## src/hw/rtl/bpsm_pkg.sv

```systemverilog
// ----------------------------------------------------------------------------
// bpsm_pkg
// shared types and constants of the buffer pool manager: action, block state
// and status codes, register indexes, field widths, controller command bundle
// ----------------------------------------------------------------------------
package bpsm_pkg;

  // field widths
  localparam int ACT_W      = 3;
  localparam int IDX_IN_W   = 5;
  localparam int BYTES_IN_W = 32;
  localparam int TIME_W     = 64;
  localparam int STAT_W     = 2;
  localparam int GRANT_W    = 4;
  localparam int CAP_W      = 17;
  localparam int SEQ_W      = 32;
  localparam int CNT_W      = 32;
  localparam int NBLK_W     = 5;
  localparam int CFG_IDX_W  = 2;
  localparam int CFG_DATA_W = 17;

  // smallest legal pool
  localparam int MIN_BLOCKS = 2;

  // register reset values
  localparam logic              RST_DROP_POLICY   = 1'b0;
  localparam logic [NBLK_W-1:0] RST_BLOCKS_IN_USE = 5'd16;
  localparam logic [CAP_W-1:0]  RST_CAPACITY      = 17'd4096;

  // register indexes
  localparam logic [CFG_IDX_W-1:0] CFG_DROP_POLICY    = 2'd0;
  localparam logic [CFG_IDX_W-1:0] CFG_BLOCKS_IN_USE  = 2'd1;
  localparam logic [CFG_IDX_W-1:0] CFG_BLOCK_CAPACITY = 2'd2;

  typedef enum logic [ACT_W-1:0] {
    ACT_PROD_ACQUIRE = 3'd0,
    ACT_PROD_COMMIT  = 3'd1,
    ACT_CONS_ACQUIRE = 3'd2,
    ACT_CONS_RELEASE = 3'd3,
    ACT_OUT_ACQUIRE  = 3'd4,
    ACT_OUT_COMMIT   = 3'd5,
    ACT_CLEAR        = 3'd6,
    ACT_UNUSED       = 3'd7
  } action_t;

  typedef enum logic [2:0] {
    BLK_FREE      = 3'd0,
    BLK_OWNED     = 3'd1,
    BLK_READY     = 3'd2,
    BLK_PROC      = 3'd3,
    BLK_OUT_READY = 3'd4
  } blk_state_t;

  typedef enum logic [STAT_W-1:0] {
    ST_OK          = 2'd0,
    ST_INVALID     = 2'd1,
    ST_OVERFLOW    = 2'd2,
    ST_WOULD_BLOCK = 2'd3
  } status_t;

  // controller to datapath
  typedef struct packed {
    logic capture;
    logic exec;
    logic scan_clr;
    logic scan_issue;
    logic drop_apply;
    logic load;
  } dp_cmd_t;

  // datapath to controller
  typedef struct packed {
    logic need_scan;
    logic scan_last;
  } dp_status_t;

endpackage

```

## src/hw/rtl/bpsm_ctrl.sv

```systemverilog
// ----------------------------------------------------------------------------
// bpsm_ctrl
// sequencer of the pool manager: capture, execute, optional oldest-block scan,
// result load; owns both channel handshakes
// ----------------------------------------------------------------------------
module bpsm_ctrl (
  input  logic                 clk,
  input  logic                 rst_n,
  input  logic                 in_valid,
  output logic                 in_stall,
  output logic                 out_valid,
  input  logic                 out_stall,
  input  bpsm_pkg::dp_status_t status,
  output bpsm_pkg::dp_cmd_t    cmd
);

  typedef enum logic [5:0] {
    S_IDLE  = 6'b000001,
    S_EXEC  = 6'b000010,
    S_SCAN  = 6'b000100,
    S_DRAIN = 6'b001000,
    S_DROP  = 6'b010000,
    S_LOAD  = 6'b100000
  } fsm_t;

  fsm_t fsm_r, fsm_nxt;
  logic out_valid_r, out_valid_nxt;
  logic out_free;

  assign out_free  = !out_valid_r || !out_stall;
  assign in_stall  = (fsm_r != S_IDLE);
  assign out_valid = out_valid_r;

  always_comb begin
    fsm_nxt       = fsm_r;
    cmd           = '0;
    out_valid_nxt = out_valid_r && out_stall;
    case (fsm_r)
      S_IDLE: begin
        cmd.capture = in_valid;
        if (in_valid) begin
          fsm_nxt = S_EXEC;
        end
      end
      S_EXEC: begin
        cmd.exec     = 1'b1;
        cmd.scan_clr = status.need_scan;
        fsm_nxt      = status.need_scan ? S_SCAN : S_LOAD;
      end
      S_SCAN: begin
        cmd.scan_issue = 1'b1;
        if (status.scan_last) begin
          fsm_nxt = S_DRAIN;
        end
      end
      // last sequence read is compared here
      S_DRAIN: begin
        fsm_nxt = S_DROP;
      end
      S_DROP: begin
        cmd.drop_apply = 1'b1;
        fsm_nxt        = S_LOAD;
      end
      S_LOAD: begin
        if (out_free) begin
          cmd.load      = 1'b1;
          out_valid_nxt = 1'b1;
          fsm_nxt       = S_IDLE;
        end
      end
      default: begin
        fsm_nxt = S_IDLE;
      end
    endcase
  end

  always_ff @(posedge clk) begin
    if (!rst_n) begin
      fsm_r       <= S_IDLE;
      out_valid_r <= 1'b0;
    end else begin
      fsm_r       <= fsm_nxt;
      out_valid_r <= out_valid_nxt;
    end
  end

endmodule

```

## src/hw/rtl/bpsm_dp.sv

```systemverilog
// ----------------------------------------------------------------------------
// bpsm_dp
// datapath of the pool manager: block state flops, byte/sequence/time
// memories, event counters, oldest-ready scan and result registers
// ----------------------------------------------------------------------------
module bpsm_dp #(
  parameter int MAX_BLOCKS = 16
) (
  input  logic                                clk,
  input  logic                                rst_n,
  input  bpsm_pkg::dp_cmd_t                   cmd,
  output bpsm_pkg::dp_status_t                status,
  input  logic                                drop_policy,
  input  logic [bpsm_pkg::NBLK_W-1:0]         blocks_in_use,
  input  logic [bpsm_pkg::CAP_W-1:0]          block_capacity,
  input  logic [bpsm_pkg::ACT_W-1:0]          in_action,
  input  logic [bpsm_pkg::IDX_IN_W-1:0]       in_block_index,
  input  logic [bpsm_pkg::BYTES_IN_W-1:0]     in_byte_count,
  input  logic                                in_has_timestamp,
  input  logic [bpsm_pkg::TIME_W-1:0]         in_time_stamp,
  output logic [bpsm_pkg::STAT_W-1:0]         out_status,
  output logic [bpsm_pkg::GRANT_W-1:0]        out_granted_block,
  output logic [bpsm_pkg::CAP_W-1:0]          out_granted_bytes,
  output logic [bpsm_pkg::SEQ_W-1:0]          out_granted_sequence,
  output logic [bpsm_pkg::TIME_W-1:0]         out_granted_time,
  output logic                                out_ready_notify,
  output logic [bpsm_pkg::CNT_W-1:0]          out_overrun_total,
  output logic [bpsm_pkg::CNT_W-1:0]          out_drop_total,
  output logic [bpsm_pkg::CNT_W-1:0]          out_corrupt_total,
  output logic [bpsm_pkg::CNT_W-1:0]          out_underrun_total
);

  localparam int IW  = (MAX_BLOCKS > 1) ? $clog2(MAX_BLOCKS) : 1;
  localparam int BW  = (IW > bpsm_pkg::NBLK_W) ? IW : bpsm_pkg::NBLK_W;
  localparam int CW  = BW + 1;
  localparam int SW  = bpsm_pkg::SEQ_W;
  localparam int TW  = bpsm_pkg::TIME_W;
  localparam int KW  = bpsm_pkg::CAP_W;
  localparam int NW  = bpsm_pkg::CNT_W;

  function automatic logic [IW-1:0] lowest_set(input logic [MAX_BLOCKS-1:0] vec);
    logic [IW-1:0] pos;
    pos = '0;
    for (int i = MAX_BLOCKS - 1; i >= 0; i--) begin
      if (vec[i]) begin
        pos = IW'(i);
      end
    end
    return pos;
  endfunction

  // captured item
  bpsm_pkg::action_t                   act_r;
  logic [bpsm_pkg::IDX_IN_W-1:0]       idx_r;
  logic [bpsm_pkg::BYTES_IN_W-1:0]     bytes_r;
  logic                                has_ts_r;
  logic [TW-1:0]                       ts_r;

  // pool state
  bpsm_pkg::blk_state_t blk_r [MAX_BLOCKS];
  logic [MAX_BLOCKS-1:0] time_vld_r;
  logic [SW-1:0]         seq_ctr_r;
  logic [NW-1:0]         overrun_r, drop_r, corrupt_r, underrun_r;

  logic [SW-1:0] seq_mem   [MAX_BLOCKS];
  logic [KW-1:0] bytes_mem [MAX_BLOCKS];
  logic [TW-1:0] time_mem  [MAX_BLOCKS];

  logic [SW-1:0] seq_rd_r;
  logic [KW-1:0] bytes_rd_r;
  logic [TW-1:0] time_rd_r;
  logic          tv_rd_r;

  // oldest-ready scan
  logic [IW-1:0] scan_idx_r, cmp_idx_r, pick_r;
  logic          cmp_vld_r;
  logic [SW-1:0] best_r;

  // staged result
  bpsm_pkg::status_t res_status_r, res_status_nxt;
  logic [IW-1:0]     res_block_r, res_block_nxt;
  logic              res_notify_r, res_notify_nxt;
  logic              res_grant_r, res_grant_nxt;

  // output registers
  bpsm_pkg::status_t out_status_r;
  logic [CW-1:0]     out_block_r;
  logic [KW-1:0]     out_bytes_r;
  logic [SW-1:0]     out_seq_r;
  logic [TW-1:0]     out_time_r;
  logic              out_notify_r;
  logic [NW-1:0]     out_overrun_r, out_drop_r, out_corrupt_r, out_underrun_r;

  logic [CW-1:0]         n_ext, idx_ext;
  logic [IW-1:0]         idx_sel, free_slot, ready_slot, rd_addr;
  logic [MAX_BLOCKS-1:0] free_vec, ready_vec;
  logic                  any_free, any_ready, pool_ok, idx_ok, cap_ok, valid_op;
  bpsm_pkg::blk_state_t  idx_state;
  logic                  rd_en, cmp_hit;

  // exec update controls
  logic                  clear_all, set_en;
  logic [IW-1:0]         set_idx;
  bpsm_pkg::blk_state_t  set_val;
  logic                  inc_overrun, inc_drop, inc_corrupt, inc_underrun;
  logic                  wr_bytes, wr_seq, wr_time;

  assign n_ext   = CW'(blocks_in_use);
  assign idx_ext = CW'(idx_r);
  assign idx_sel = idx_ext[IW-1:0];

  always_comb begin
    for (int i = 0; i < MAX_BLOCKS; i++) begin
      free_vec[i]  = (CW'(i) < n_ext) && (blk_r[i] == bpsm_pkg::BLK_FREE);
      ready_vec[i] = (CW'(i) < n_ext) && (blk_r[i] == bpsm_pkg::BLK_READY);
    end
  end

  assign any_free   = |free_vec;
  assign any_ready  = |ready_vec;
  assign free_slot  = lowest_set(free_vec);
  assign ready_slot = lowest_set(ready_vec);
  assign pool_ok    = (n_ext >= CW'(bpsm_pkg::MIN_BLOCKS)) && (n_ext <= CW'(MAX_BLOCKS));
  assign idx_ok     = idx_ext < n_ext;
  assign idx_state  = blk_r[idx_sel];
  assign cap_ok     = bytes_r <= bpsm_pkg::BYTES_IN_W'(block_capacity);
  assign valid_op   = pool_ok && (act_r != bpsm_pkg::ACT_UNUSED) &&
                      (act_r != bpsm_pkg::ACT_CLEAR);

  assign status.need_scan = valid_op && (act_r == bpsm_pkg::ACT_PROD_ACQUIRE) &&
                            !any_free && drop_policy && any_ready;
  assign status.scan_last = CW'(scan_idx_r) == (n_ext - 1'b1);

  always_comb begin
    clear_all      = 1'b0;
    set_en         = 1'b0;
    set_idx        = idx_sel;
    set_val        = bpsm_pkg::BLK_FREE;
    inc_overrun    = 1'b0;
    inc_drop       = 1'b0;
    inc_corrupt    = 1'b0;
    inc_underrun   = 1'b0;
    wr_bytes       = 1'b0;
    wr_seq         = 1'b0;
    wr_time        = 1'b0;
    res_status_nxt = bpsm_pkg::ST_OK;
    res_block_nxt  = '0;
    res_notify_nxt = 1'b0;
    res_grant_nxt  = 1'b0;
    if (act_r == bpsm_pkg::ACT_CLEAR) begin
      clear_all = 1'b1;
    end else if (!valid_op) begin
      res_status_nxt = bpsm_pkg::ST_INVALID;
    end else begin
      case (act_r)
        bpsm_pkg::ACT_PROD_ACQUIRE, bpsm_pkg::ACT_OUT_ACQUIRE: begin
          if (any_free) begin
            set_en        = 1'b1;
            set_idx       = free_slot;
            set_val       = bpsm_pkg::BLK_OWNED;
            res_block_nxt = free_slot;
          end else begin
            inc_overrun = 1'b1;
            // drop-oldest case is finished after the scan
            if (!status.need_scan) begin
              inc_drop       = (act_r == bpsm_pkg::ACT_PROD_ACQUIRE);
              res_status_nxt = bpsm_pkg::ST_OVERFLOW;
            end
          end
        end
        bpsm_pkg::ACT_PROD_COMMIT, bpsm_pkg::ACT_OUT_COMMIT: begin
          if (!idx_ok || (idx_state != bpsm_pkg::BLK_OWNED) || !cap_ok) begin
            inc_corrupt    = 1'b1;
            res_status_nxt = bpsm_pkg::ST_INVALID;
          end else begin
            wr_bytes = 1'b1;
            wr_time  = has_ts_r;
            set_en   = 1'b1;
            if (act_r == bpsm_pkg::ACT_PROD_COMMIT) begin
              wr_seq         = 1'b1;
              set_val        = bpsm_pkg::BLK_READY;
              res_notify_nxt = 1'b1;
            end else begin
              set_val = bpsm_pkg::BLK_OUT_READY;
            end
          end
        end
        bpsm_pkg::ACT_CONS_ACQUIRE: begin
          if (any_ready) begin
            set_en        = 1'b1;
            set_idx       = ready_slot;
            set_val       = bpsm_pkg::BLK_PROC;
            res_block_nxt = ready_slot;
            res_grant_nxt = 1'b1;
          end else begin
            inc_underrun   = 1'b1;
            res_status_nxt = bpsm_pkg::ST_WOULD_BLOCK;
          end
        end
        bpsm_pkg::ACT_CONS_RELEASE: begin
          if (!idx_ok || ((idx_state != bpsm_pkg::BLK_PROC) &&
                          (idx_state != bpsm_pkg::BLK_OUT_READY))) begin
            inc_corrupt    = 1'b1;
            res_status_nxt = bpsm_pkg::ST_INVALID;
          end else begin
            set_en  = 1'b1;
            set_val = bpsm_pkg::BLK_FREE;
          end
        end
        default: begin
          res_status_nxt = bpsm_pkg::ST_INVALID;
        end
      endcase
    end
  end

  // memory read port: scan address or the granted ready block
  assign rd_en   = cmd.exec || cmd.scan_issue;
  assign rd_addr = cmd.scan_issue ? scan_idx_r : ready_slot;
  assign cmp_hit = cmp_vld_r && ready_vec[cmp_idx_r] && (seq_rd_r <= best_r);

  always_ff @(posedge clk) begin
    if (!rst_n) begin
      for (int i = 0; i < MAX_BLOCKS; i++) begin
        blk_r[i] <= bpsm_pkg::BLK_FREE;
      end
      time_vld_r <= '0;
      seq_ctr_r  <= '0;
      overrun_r  <= '0;
      drop_r     <= '0;
      corrupt_r  <= '0;
      underrun_r <= '0;
      scan_idx_r <= '0;
      cmp_vld_r  <= 1'b0;
    end else begin
      cmp_vld_r <= cmd.scan_issue;
      if (cmd.scan_clr) begin
        scan_idx_r <= '0;
      end else if (cmd.scan_issue) begin
        scan_idx_r <= scan_idx_r + 1'b1;
      end
      if (cmd.exec) begin
        if (clear_all) begin
          for (int i = 0; i < MAX_BLOCKS; i++) begin
            blk_r[i] <= bpsm_pkg::BLK_FREE;
          end
          overrun_r  <= '0;
          drop_r     <= '0;
          corrupt_r  <= '0;
          underrun_r <= '0;
        end
        if (set_en) begin
          blk_r[set_idx] <= set_val;
        end
        if (inc_overrun) begin
          overrun_r <= overrun_r + 1'b1;
        end
        if (inc_drop) begin
          drop_r <= drop_r + 1'b1;
        end
        if (inc_corrupt) begin
          corrupt_r <= corrupt_r + 1'b1;
        end
        if (inc_underrun) begin
          underrun_r <= underrun_r + 1'b1;
        end
        if (wr_seq) begin
          seq_ctr_r <= seq_ctr_r + 1'b1;
        end
        if (wr_time) begin
          time_vld_r[idx_sel] <= 1'b1;
        end
      end
      // oldest ready block is handed straight to the producer
      if (cmd.drop_apply) begin
        blk_r[pick_r] <= bpsm_pkg::BLK_OWNED;
        drop_r        <= drop_r + 1'b1;
      end
    end
  end

  // memories
  always_ff @(posedge clk) begin
    if (cmd.exec && wr_seq) begin
      seq_mem[idx_sel] <= seq_ctr_r + 1'b1;
    end
    if (cmd.exec && wr_bytes) begin
      bytes_mem[idx_sel] <= bytes_r[KW-1:0];
    end
    if (cmd.exec && wr_time) begin
      time_mem[idx_sel] <= ts_r;
    end
    if (rd_en) begin
      seq_rd_r   <= seq_mem[rd_addr];
      bytes_rd_r <= bytes_mem[rd_addr];
      time_rd_r  <= time_mem[rd_addr];
      tv_rd_r    <= time_vld_r[rd_addr];
    end
  end

  // payload registers
  always_ff @(posedge clk) begin
    if (cmd.capture) begin
      act_r    <= bpsm_pkg::action_t'(in_action);
      idx_r    <= in_block_index;
      bytes_r  <= in_byte_count;
      has_ts_r <= in_has_timestamp;
      ts_r     <= in_time_stamp;
    end
    if (cmd.scan_clr) begin
      best_r <= '1;
      pick_r <= '0;
    end else if (cmp_hit) begin
      best_r <= seq_rd_r;
      pick_r <= cmp_idx_r;
    end
    cmp_idx_r <= scan_idx_r;
    if (cmd.exec) begin
      res_status_r <= res_status_nxt;
      res_block_r  <= res_block_nxt;
      res_notify_r <= res_notify_nxt;
      res_grant_r  <= res_grant_nxt;
    end else if (cmd.drop_apply) begin
      res_status_r <= bpsm_pkg::ST_OK;
      res_block_r  <= pick_r;
    end
    if (cmd.load) begin
      out_status_r   <= res_status_r;
      out_block_r    <= CW'(res_block_r);
      out_bytes_r    <= res_grant_r ? bytes_rd_r : '0;
      out_seq_r      <= res_grant_r ? seq_rd_r : '0;
      out_time_r     <= (res_grant_r && tv_rd_r) ? time_rd_r : '0;
      out_notify_r   <= res_notify_r;
      out_overrun_r  <= overrun_r;
      out_drop_r     <= drop_r;
      out_corrupt_r  <= corrupt_r;
      out_underrun_r <= underrun_r;
    end
  end

  assign out_status           = out_status_r;
  assign out_granted_block    = out_block_r[bpsm_pkg::GRANT_W-1:0];
  assign out_granted_bytes    = out_bytes_r;
  assign out_granted_sequence = out_seq_r;
  assign out_granted_time     = out_time_r;
  assign out_ready_notify     = out_notify_r;
  assign out_overrun_total    = out_overrun_r;
  assign out_drop_total       = out_drop_r;
  assign out_corrupt_total    = out_corrupt_r;
  assign out_underrun_total   = out_underrun_r;

endmodule

```

## src/hw/rtl/block_pool_stream_manager.sv

```systemverilog
// Buffer pool manager for one producer and one consumer. Each action item
// (acquire, commit, release, clear) returns exactly one result item with a
// status, the granted block and its metadata, and the four event counters.
// An ordinary item runs capture, execute and result load in the controller
// sequence; a producer acquire on a full pool under the drop-oldest policy
// with a ready block also runs a scan over blocks_in_use blocks, reading one
// sequence word per cycle from the sequence memory, then drain and drop steps
// before the result load. A new item is accepted while the previous result
// still waits in the output register. Registers must be written only while
// the block is idle; the block itself does not enforce this.
// ----------------------------------------------------------------------------
// block_pool_stream_manager
// top level: configuration registers, controller and datapath
// ----------------------------------------------------------------------------
module block_pool_stream_manager #(
  parameter int MAX_BLOCKS = 16
) (
  input  logic                                clk,
  input  logic                                rst_n,
  // configuration
  input  logic                                cfg_wr_en,
  input  logic [bpsm_pkg::CFG_IDX_W-1:0]      cfg_index,
  input  logic [bpsm_pkg::CFG_DATA_W-1:0]     cfg_wdata,
  // action items
  input  logic                                in_valid,
  output logic                                in_stall,
  input  logic [bpsm_pkg::ACT_W-1:0]          in_action,
  input  logic [bpsm_pkg::IDX_IN_W-1:0]       in_block_index,
  input  logic [bpsm_pkg::BYTES_IN_W-1:0]     in_byte_count,
  input  logic                                in_has_timestamp,
  input  logic [bpsm_pkg::TIME_W-1:0]         in_time_stamp,
  // result items
  output logic                                out_valid,
  input  logic                                out_stall,
  output logic [bpsm_pkg::STAT_W-1:0]         out_status,
  output logic [bpsm_pkg::GRANT_W-1:0]        out_granted_block,
  output logic [bpsm_pkg::CAP_W-1:0]          out_granted_bytes,
  output logic [bpsm_pkg::SEQ_W-1:0]          out_granted_sequence,
  output logic [bpsm_pkg::TIME_W-1:0]         out_granted_time,
  output logic                                out_ready_notify,
  output logic [bpsm_pkg::CNT_W-1:0]          out_overrun_total,
  output logic [bpsm_pkg::CNT_W-1:0]          out_drop_total,
  output logic [bpsm_pkg::CNT_W-1:0]          out_corrupt_total,
  output logic [bpsm_pkg::CNT_W-1:0]          out_underrun_total
);

  // configuration registers
  logic                              drop_policy_r;
  logic [bpsm_pkg::NBLK_W-1:0]       blocks_in_use_r;
  logic [bpsm_pkg::CAP_W-1:0]        block_capacity_r;

  bpsm_pkg::dp_cmd_t    cmd;
  bpsm_pkg::dp_status_t dp_status;

  // writes to an unused index are ignored
  always_ff @(posedge clk) begin
    if (!rst_n) begin
      drop_policy_r    <= bpsm_pkg::RST_DROP_POLICY;
      blocks_in_use_r  <= bpsm_pkg::RST_BLOCKS_IN_USE;
      block_capacity_r <= bpsm_pkg::RST_CAPACITY;
    end else if (cfg_wr_en) begin
      case (cfg_index)
        bpsm_pkg::CFG_DROP_POLICY: begin
          drop_policy_r <= cfg_wdata[0];
        end
        bpsm_pkg::CFG_BLOCKS_IN_USE: begin
          blocks_in_use_r <= cfg_wdata[bpsm_pkg::NBLK_W-1:0];
        end
        bpsm_pkg::CFG_BLOCK_CAPACITY: begin
          block_capacity_r <= cfg_wdata[bpsm_pkg::CAP_W-1:0];
        end
        default: begin
        end
      endcase
    end
  end

  // sequencer and handshakes
  bpsm_ctrl u_ctrl (
    .clk       (clk),
    .rst_n     (rst_n),
    .in_valid  (in_valid),
    .in_stall  (in_stall),
    .out_valid (out_valid),
    .out_stall (out_stall),
    .status    (dp_status),
    .cmd       (cmd)
  );

  // pool state, memories, counters and result registers
  bpsm_dp #(
    .MAX_BLOCKS (MAX_BLOCKS)
  ) u_dp (
    .clk                  (clk),
    .rst_n                (rst_n),
    .cmd                  (cmd),
    .status               (dp_status),
    .drop_policy          (drop_policy_r),
    .blocks_in_use        (blocks_in_use_r),
    .block_capacity       (block_capacity_r),
    .in_action            (in_action),
    .in_block_index       (in_block_index),
    .in_byte_count        (in_byte_count),
    .in_has_timestamp     (in_has_timestamp),
    .in_time_stamp        (in_time_stamp),
    .out_status           (out_status),
    .out_granted_block    (out_granted_block),
    .out_granted_bytes    (out_granted_bytes),
    .out_granted_sequence (out_granted_sequence),
    .out_granted_time     (out_granted_time),
    .out_ready_notify     (out_ready_notify),
    .out_overrun_total    (out_overrun_total),
    .out_drop_total       (out_drop_total),
    .out_corrupt_total    (out_corrupt_total),
    .out_underrun_total   (out_underrun_total)
  );

endmodule
```

## config.mk

```make
export PLATFORM = sky130hd
export DESIGN_NAME = block_pool_stream_manager
export DESIGN_NICKNAME = d
export VERILOG_FILES = /design/src/hw/rtl/bpsm_pkg.sv /design/src/hw/rtl/bpsm_ctrl.sv /design/src/hw/rtl/bpsm_dp.sv /design/src/hw/rtl/block_pool_stream_manager.sv
export SDC_FILE = /design/constraint.sdc
export NUM_CORES = 2
export LEC_CHECK = 0
export ABC_AREA = 1
export BUFFER_PORTS_ARGS = -buffer_cell sky130_fd_sc_hd__buf_2
export CAP_MARGIN = 30
export CORE_MARGIN = 2
export CORE_UTILIZATION = 55
export DETAILED_ROUTE_END_ITERATION = 16
export PLACE_DENSITY = 0.75
export SLEW_MARGIN = 20
export SYNTH_ARGS = -nofsm -noshare
export SYNTH_HDL_FRONTEND = slang
export SYNTH_HIERARCHICAL = 1
export SYNTH_SLANG_ARGS = --single-unit
```

## constraint.sdc

```tcl
create_clock -name clk -period 12.05 [get_ports clk]
set_input_delay 0 -clock clk [delete_from_list [all_inputs] [get_ports clk]]
set_output_delay 0 -clock clk [all_outputs]
set_load 0.01 [all_outputs]
```

== Yosys cells after proc, flatten, opt, wreduce, memory -nomap -nowiden ==
Memories as Yosys holds them, arrays and structs flattened. A register that Yosys moved wholly into a read port is not among the register bits.
Index checks and enable logic that the tools add are counted.

* Bits in registers: 613
* Logic and storage cells: 398
* Latch bits: 0
* Memories: 4
* Memory bits (read-only): 0
* Input port bits: 129
* Output and inout bits: 250
* Memory bits (writable): 1856

{| class="wikitable"
|+ Memories
! memory !! words !! bits a word !! read ports !! clocked after memory_dff !! write ports !! RTL line !! RTL
|-
| u_dp.time_mem || 16 || 64 || 1 || 1 || 1 || bpsm_dp.sv:67 || <nowiki>logic [TW-1:0] time_mem [MAX_BLOCKS];</nowiki>
|-
| u_dp.seq_mem || 16 || 32 || 1 || 1 || 1 || bpsm_dp.sv:65 || <nowiki>logic [SW-1:0] seq_mem [MAX_BLOCKS];</nowiki>
|-
| u_dp.bytes_mem || 16 || 17 || 1 || 1 || 1 || bpsm_dp.sv:66 || <nowiki>logic [KW-1:0] bytes_mem [MAX_BLOCKS];</nowiki>
|-
| u_dp.blk_r || 16 || 3 || 17 || 1 || 16 || bpsm_dp.sv:60 || <nowiki>bpsm_pkg::blk_state_t blk_r [MAX_BLOCKS];</nowiki>
|}

* $mul: 0
* Div/mod/pow operators: 0
* Reductions and logical operators: 99
* Bitwise gates (word level): 20
* Add/sub/neg operators: 7
* $lt $le $gt $ge: 25
* Muxes and demuxes: 167
* Shift-type cells: 0
* Eq/ne operators: 40

{| class="wikitable"
|+ Operators with widths
! operator !! number
|-
| 2-to-1 mux 32 bit || 7
|-
| 2-to-1 mux 4 bit || 46
|-
| adder 32 x 1 -> 32 bit, second input constant || 5
|-
| 2-to-1 mux 1 bit || 69
|-
| 2-to-1 mux 3 bit || 22
|-
| equality test 3 x 2 -> 1 bit, second input constant || 18
|-
| logical NOT 3 bit || 17
|-
| logical AND 1 bit || 48
|-
| < comparator 4 x 5 -> 1 bit, first input constant || 8
|-
| case mux 6 bit (6 select lines) || 1
|-
| less-or-equal comparator 32 x 17 -> 1 bit || 1
|-
| less-or-equal comparator 32 bit || 1
|-
| OR reduction 16 bit || 2
|-
| 2-to-1 mux 6 bit || 4
|-
| < comparator 3 x 5 -> 1 bit, first input constant || 4
|-
| 2-to-1 mux 2 bit || 9
|-
| AND reduction 2 bit || 9
|-
| OR 1 bit || 16
|-
| OR 16 bit || 1
|-
| case mux 4 bit (2 select lines) || 2
|-
| < comparator 4 x 5 -> 1 bit, second input constant || 3
|-
| < comparator 1 x 5 -> 1 bit, first input constant || 2
|-
| < comparator 2 x 5 -> 1 bit, first input constant || 2
|-
| equality test 3 bit, second input constant || 3
|-
| other kinds (37) || 58
|}

== Longest topological paths before layout ==
An unclocked memory read counts as a cell.

* Depth after elaboration: 25
* Mapped depth: 29
* Gate-level depth less buffers: 26

== Hierarchy ==
Netlist, hierarchy kept.

{| class="wikitable"
|+ Modules (own cells, without submodules)
! module !! cells each !! instances !! area each (sq um) !! seq. area each (sq um)
|-
| bpsm_dp || 9973 || 1 || 107563.2 || 74021.0
|-
| block_pool_stream_manager || 144 || 1 || 963.4 || 460.4
|-
| bpsm_ctrl || 63 || 1 || 400.4 || 140.1
|}

== Least setup slack after synthesis ==
No wires, ideal clock.

* Path type: register to register
* Start point: reg u_ctrl.fsm_r[3]
* End point: reg u_dp.out_block_r[0], enable pin
* Setup time: 0.860 ns
* Slack: 0.297 ns
* Required time: 11.190 ns
* Cell stages (with the launch flop): 6
* Arrival time: 10.893 ns
* Clock period less this slack: 11.753 ns
* Path buffers: 0
* Cells stage by stage: dfxtp_1 > inv_1 > nand2_1 > nor2_1 > nand2_1 > nor2_1

{| class="wikitable"
|+ RTL lines
! item !! RTL line !! RTL
|-
| start, declared || bpsm_ctrl.sv:26 || <nowiki>fsm_t fsm_r, fsm_nxt;</nowiki>
|-
| start signal, assigned || bpsm_ctrl.sv:82 || <nowiki>fsm_r <= fsm_nxt;</nowiki>
|-
| end signal, assigned || bpsm_dp.sv:329 || <nowiki>out_block_r <= CW'(res_block_r);</nowiki>
|-
| end, declared || bpsm_dp.sv:87 || <nowiki>logic [CW-1:0] out_block_r;</nowiki>
|}

== Final worst setup path ==
* Start point: reg blocks_in_use_r[2] (netlist bit)
* End point: reg u_dp.time_rd_r[47], read port of u_dp.time_mem (data pin)

* Cells in the longest elaborated chain, start to end: 19
* Elaborated cells between the ends (all ways): 49
* Those cells by class: order compare (16); mux (17); reduce/logical (16)

{| class="wikitable"
|+ Ends and longest elaborated chain
! item !! RTL line !! RTL
|-
| start, declared || block_pool_stream_manager.sv:49 || <nowiki>logic [bpsm_pkg::NBLK_W-1:0] blocks_in_use_r;</nowiki>
|-
| start signal, assigned || block_pool_stream_manager.sv:59 || <nowiki>blocks_in_use_r <= bpsm_pkg::RST_BLOCKS_IN_USE;</nowiki>
|-
| start signal, assigned || block_pool_stream_manager.sv:67 || <nowiki>blocks_in_use_r <= cfg_wdata[bpsm_pkg::NBLK_W-1:0];</nowiki>
|-
| < comparator 4 x 5 -> 1 bit || bpsm_dp.sv:115 || <nowiki>ready_vec[i] = (CW'(i) < n_ext) && (blk_r[i] == bpsm_pkg::BLK_READY);</nowiki>
|-
| logical AND 1 bit || bpsm_dp.sv:115 ||
|-
| 2-to-1 mux 4 bit (15 in series) || bpsm_dp.sv:45 || <nowiki>if (vec[i]) begin</nowiki>
|-
| 2-to-1 mux 4 bit (*) || bpsm_dp.sv:45 ||
|-
| 2-to-1 mux 4 bit (*) || bpsm_dp.sv:219 || <nowiki>assign rd_addr = cmd.scan_issue ? scan_idx_r : ready_slot;</nowiki>
|-
| end, declared || bpsm_dp.sv:71 || <nowiki>logic [TW-1:0] time_rd_r;</nowiki>
|}

Every way passes the cells marked *; elsewhere a longest branch is shown, timed or not.
A chain may end at the register's enable or synchronous reset.

==> summary.txt <==
Yosys
  • Dominant cell type by area after synthesis: edfxtp_1
  • Synth Cell Area: 109000 um2
  • Synth cell types: 61
  • Top FF cell, synth: edfxtp_1
  • Post-synthesis sequential area ratio: 68.5%
  • Post-synthesis xor/xnor area fraction: less than 1%
  • Synth area leaders: edfxtp_1, nand2_1, nand3_1, dfxtp_1, inv_1
  • Asr flop ratio synth: 0%
  • Gate Count Post-Synth: 10180
  • Top cells by count, synth: nand2_1, edfxtp_1, nand3_1
  • Cell with the most instances after synthesis: nand2_1
  • Adder and majority cell fraction of the synthesized area: 0.701%
  • Share of the synthesized area in the top cell type: 62.9%
  • Mux cell area share after synthesis: 0%
  • Largest family of logic cells by synthesized area: simple AND/OR/NAND/NOR gates
  • Mapped Nets: between 10000 and 15000
  • Simple-Gate Fraction of Synth Area: 22.7%
  • FF+latch count, synth: 2586
  • Post-synth EDFFs: 2283
  • Mean Syn Cell Area: 10.7 um2
  • Synth Area in Compound Gates: 2.15%
  • Yosys warning count: 6

Die
  • IO Pins: 379
  • Initial Util: 55.3%
  • Row Count: 163
  • Die area: between 200000 and 250000 um2
  • Die width: 449 um
  • Core area: 197000 um2
  • Die height: 449 um

Clocking
  • PostCTS Resize Cnt: 0
  • CTS tree: yes
  • CTS buffer count: 278
  • CTS sink cnt: 2586
  • Clk root buf: clkbuf_16
  • Reg clk slew, reported paths: 0.07 ns
  • CTS Buffer Depth: 4
  • Htree depth: 5
  • Clk_lat worst skew: about 0.95 ns

Routing
  • Post-DRT Antenna Nets: 0
  • Drt total wl: roughly 290000 um
  • 1st-pass router iterations: 7
  • Drt initial violations: 9345
  • Via density: 5.82
  • Per-cell routed wire length: 21.7 um
  • DRC violations left: 0
  • Vias: 78854

STA
  • Pins over their slew limit: 0
  • Clock Skew: 0.0868 ns
  • Rel. slew slack: 18.8%
  • Setup violators final: 0
  • RSZ-0062 raised after global routing: false
  • Final setup TNS: 0 ns
  • Fmax achieved: 169 MHz
  • Worst slew pin tran: around 1.2 ns
  • Final setup margin: 6.13 ns
  • Final hold vios: 0
  • Min cycle time layout: 5.92 ns
  • Final Cycle Share: 49.2%
  • Hold slack: approximately 0.10 ns

Final layout
  • Fin util: a little under two thirds
  • Filler cell count: ~15000
  • Storage element area: 74600 um2
  • Share of layout cells above drive strength 1: 9.83%
  • Area delta synth->final: 14.9%
  • Fin nets: 10888
  • Area of the multi-input gates: 28900 um2

Global routing
  • Vias in the first global route: 75462
  • First-pass GRT wire length: 443000 um
  • Grt ovf: 0
  • Gr usage total: ~28%
  • Initial antenna violation count: 13
  • Largest net degree at the start of global routing: 238

Power
  • Leak Pwr: 49.3 nW
  • Total power divided by cell area: 150 nW/um2
  • Tot Pwr: ~19 mW
  • Maximum vdd drop: ~130 uV

Setup path
  • CP peak stage delay: 0.84 ns
  • CP Capture Type: register
  • Worst setup path start: blocks_in_use_r[2]$_SDFFE_PN0P_
  • Crit path max fanout: 203
  • CP Class: register to register
  • Cell mode on critical path: nand2_1
  • CP Launch Type: register
  • Slowest-stage cell, CP: nand2_8
  • Register-to-Register Path Depth: 23
  • CP arrival: 6.58 ns
  • CP cell instances: inv_2 -> o21ai_0 -> nand4_1 -> nand2_1 -> nand2_1 -> nand2_1 -> nand2_1 -> nand2_1 -> nand2_1 -> nand2_1 -> nand2_1 -> nand2_1 -> nand2_1 -> nand2_1 -> nand3_4 -> nand2_8 -> buf_12 -> buf_4 -> nand2_1 -> nand3_1 -> nand3_1 -> nand3_1 -> nand2_1
  • Critical Path RT: 12.71 ns
  • R2r startpoint: blocks_in_use_r[2]$_SDFFE_PN0P_

Placed design
  • Post-detail-place hpwl: between 150000 and 200000 um
  • Placement Setup Slack: 6.20 ns
  • IO buf count: 378
  • Final GP Congestion: 0.957

Job
  • Max_cap viols: 0

Hold path
  • Worst hold path class: primary input to register
  • Hold Path Origin: cfg_index[0]
  • Hold path depth: 4

Run status
  • Status: complete, no violations
-- state kept, by name (all words and copies together), names as in the netlist, 48 cells and up, named ones only --
| signal | cells |
|---|---|
| u_dp/time_mem | 1024 |
| u_dp/bytes_mem | 272 |
| u_dp/ts_r | 64 |
| u_dp/blk_r | 48 |
| u_dp/time_rd_r | 64 |
| u_dp/out_granted_time | 64 |
| u_dp/seq_mem | 512 |
-- worst paths after layout --
kind,to,slack (ns)
worst max-delay path,u_dp/time_rd_r[47]$_DFFE_PP_,6.13
worst min-delay path,blocks_in_use_r[4]$_SDFFE_PN1P_,0.10
worst max register to register,u_dp/time_rd_r[47]$_DFFE_PP_,6.13
worst min register to register,u_dp/out_drop_total[12]$_DFFE_PP_,0.37
-- per-layer routing --
layer  vias to the layer above  share of wire (%)  track usage, %
met1                     37688                 38            37.4
met2                      4449                 48            46.4
met3                       870                9.3            4.01
met5                         -              0.024               0
li1                      35835                  -               -
met4                        12                5.1            14.3
-- worst max-delay path, delay by kind of cell, from the launching register on --
family          cells  cell delay, ns
simple gates       19            2.95
buf+inv             3            1.54
flops               1            0.58
compound gates      1            0.26
-- layout by cell type (no fill, tap or decap), types with 17 or more instances in the layout --
cell type         n
a21oi_1         193
xor2_1           58
clkbuf_1         51
nand2_1        2886
nand3b_1        128
buf_12           18
edfxtp_1       2283
buf_4           101
nor2_1          364
o211ai_1         57
bufinv_16        21
dlygate4sd3_1   288
nor2_2           31
dfxtp_1         303
nand4_1          96
o21ai_0          88
nor2_4           24
buf_2           381
clkinv_1         41
inv_1           818
nor3_1           92
ha_1             61
nand3_1        1905
nor4_1           32
clkinv_2         58
clkbuf_16       289
inv_2            17
-- timing repair --
item | 4_1_cts | 5_1_grt
endpoints found under the hold margin | 171 | 0
hold buffers | 288 | 0
setup buffers | 0 | 0
-- metrics by stage --
stage / std cells / instance area, um2
4_1_cts: 13523 / 125000
6_report: 13550 / 125000
2_1_floorplan: 10180 / 109000
3_5_place_dp: 12751 / 113000
3_3_place_gp: 12733 / 113000
5_1_grt: 13547 / 125000
-- where the power goes --
group,total [mW],internal [mW],switching (mW),leakage [nW]
Clock,8.27,4.87,3.40,4.31
Sequential,10.1,9.89,0.190,24.2
Combinational,0.466,0.156,0.311,20.8
Total,18.8,14.9,3.90,49.3
-- kinds of logic (layout without fill, tap and decap cells) --
family                   count (synthesis)  count (layout)
adder cells (fa/ha/maj)                 61              61
buffers and inverters                 1424            2146
AO/OA/AOI/OAI                          406             406
XOR/XNOR                                83              83
AND/OR/NAND/NOR                       5620            5620
other                                    0               8
flip-flops                            2586            2586
-- final cells by class --
cell class,instances,share of cell area (%)
Sequential cell,2586,59.6
Multi-Input combinational cell,6170,23.1
Clock buffer,347,6.01
Timing Repair Buffer,805,4.98
Tap cell,2640,2.64
Inverter,857,2.62
Clock inverter,137,0.990
Antenna cell,8,0.0160
Power figures use the tool's default switching activity.
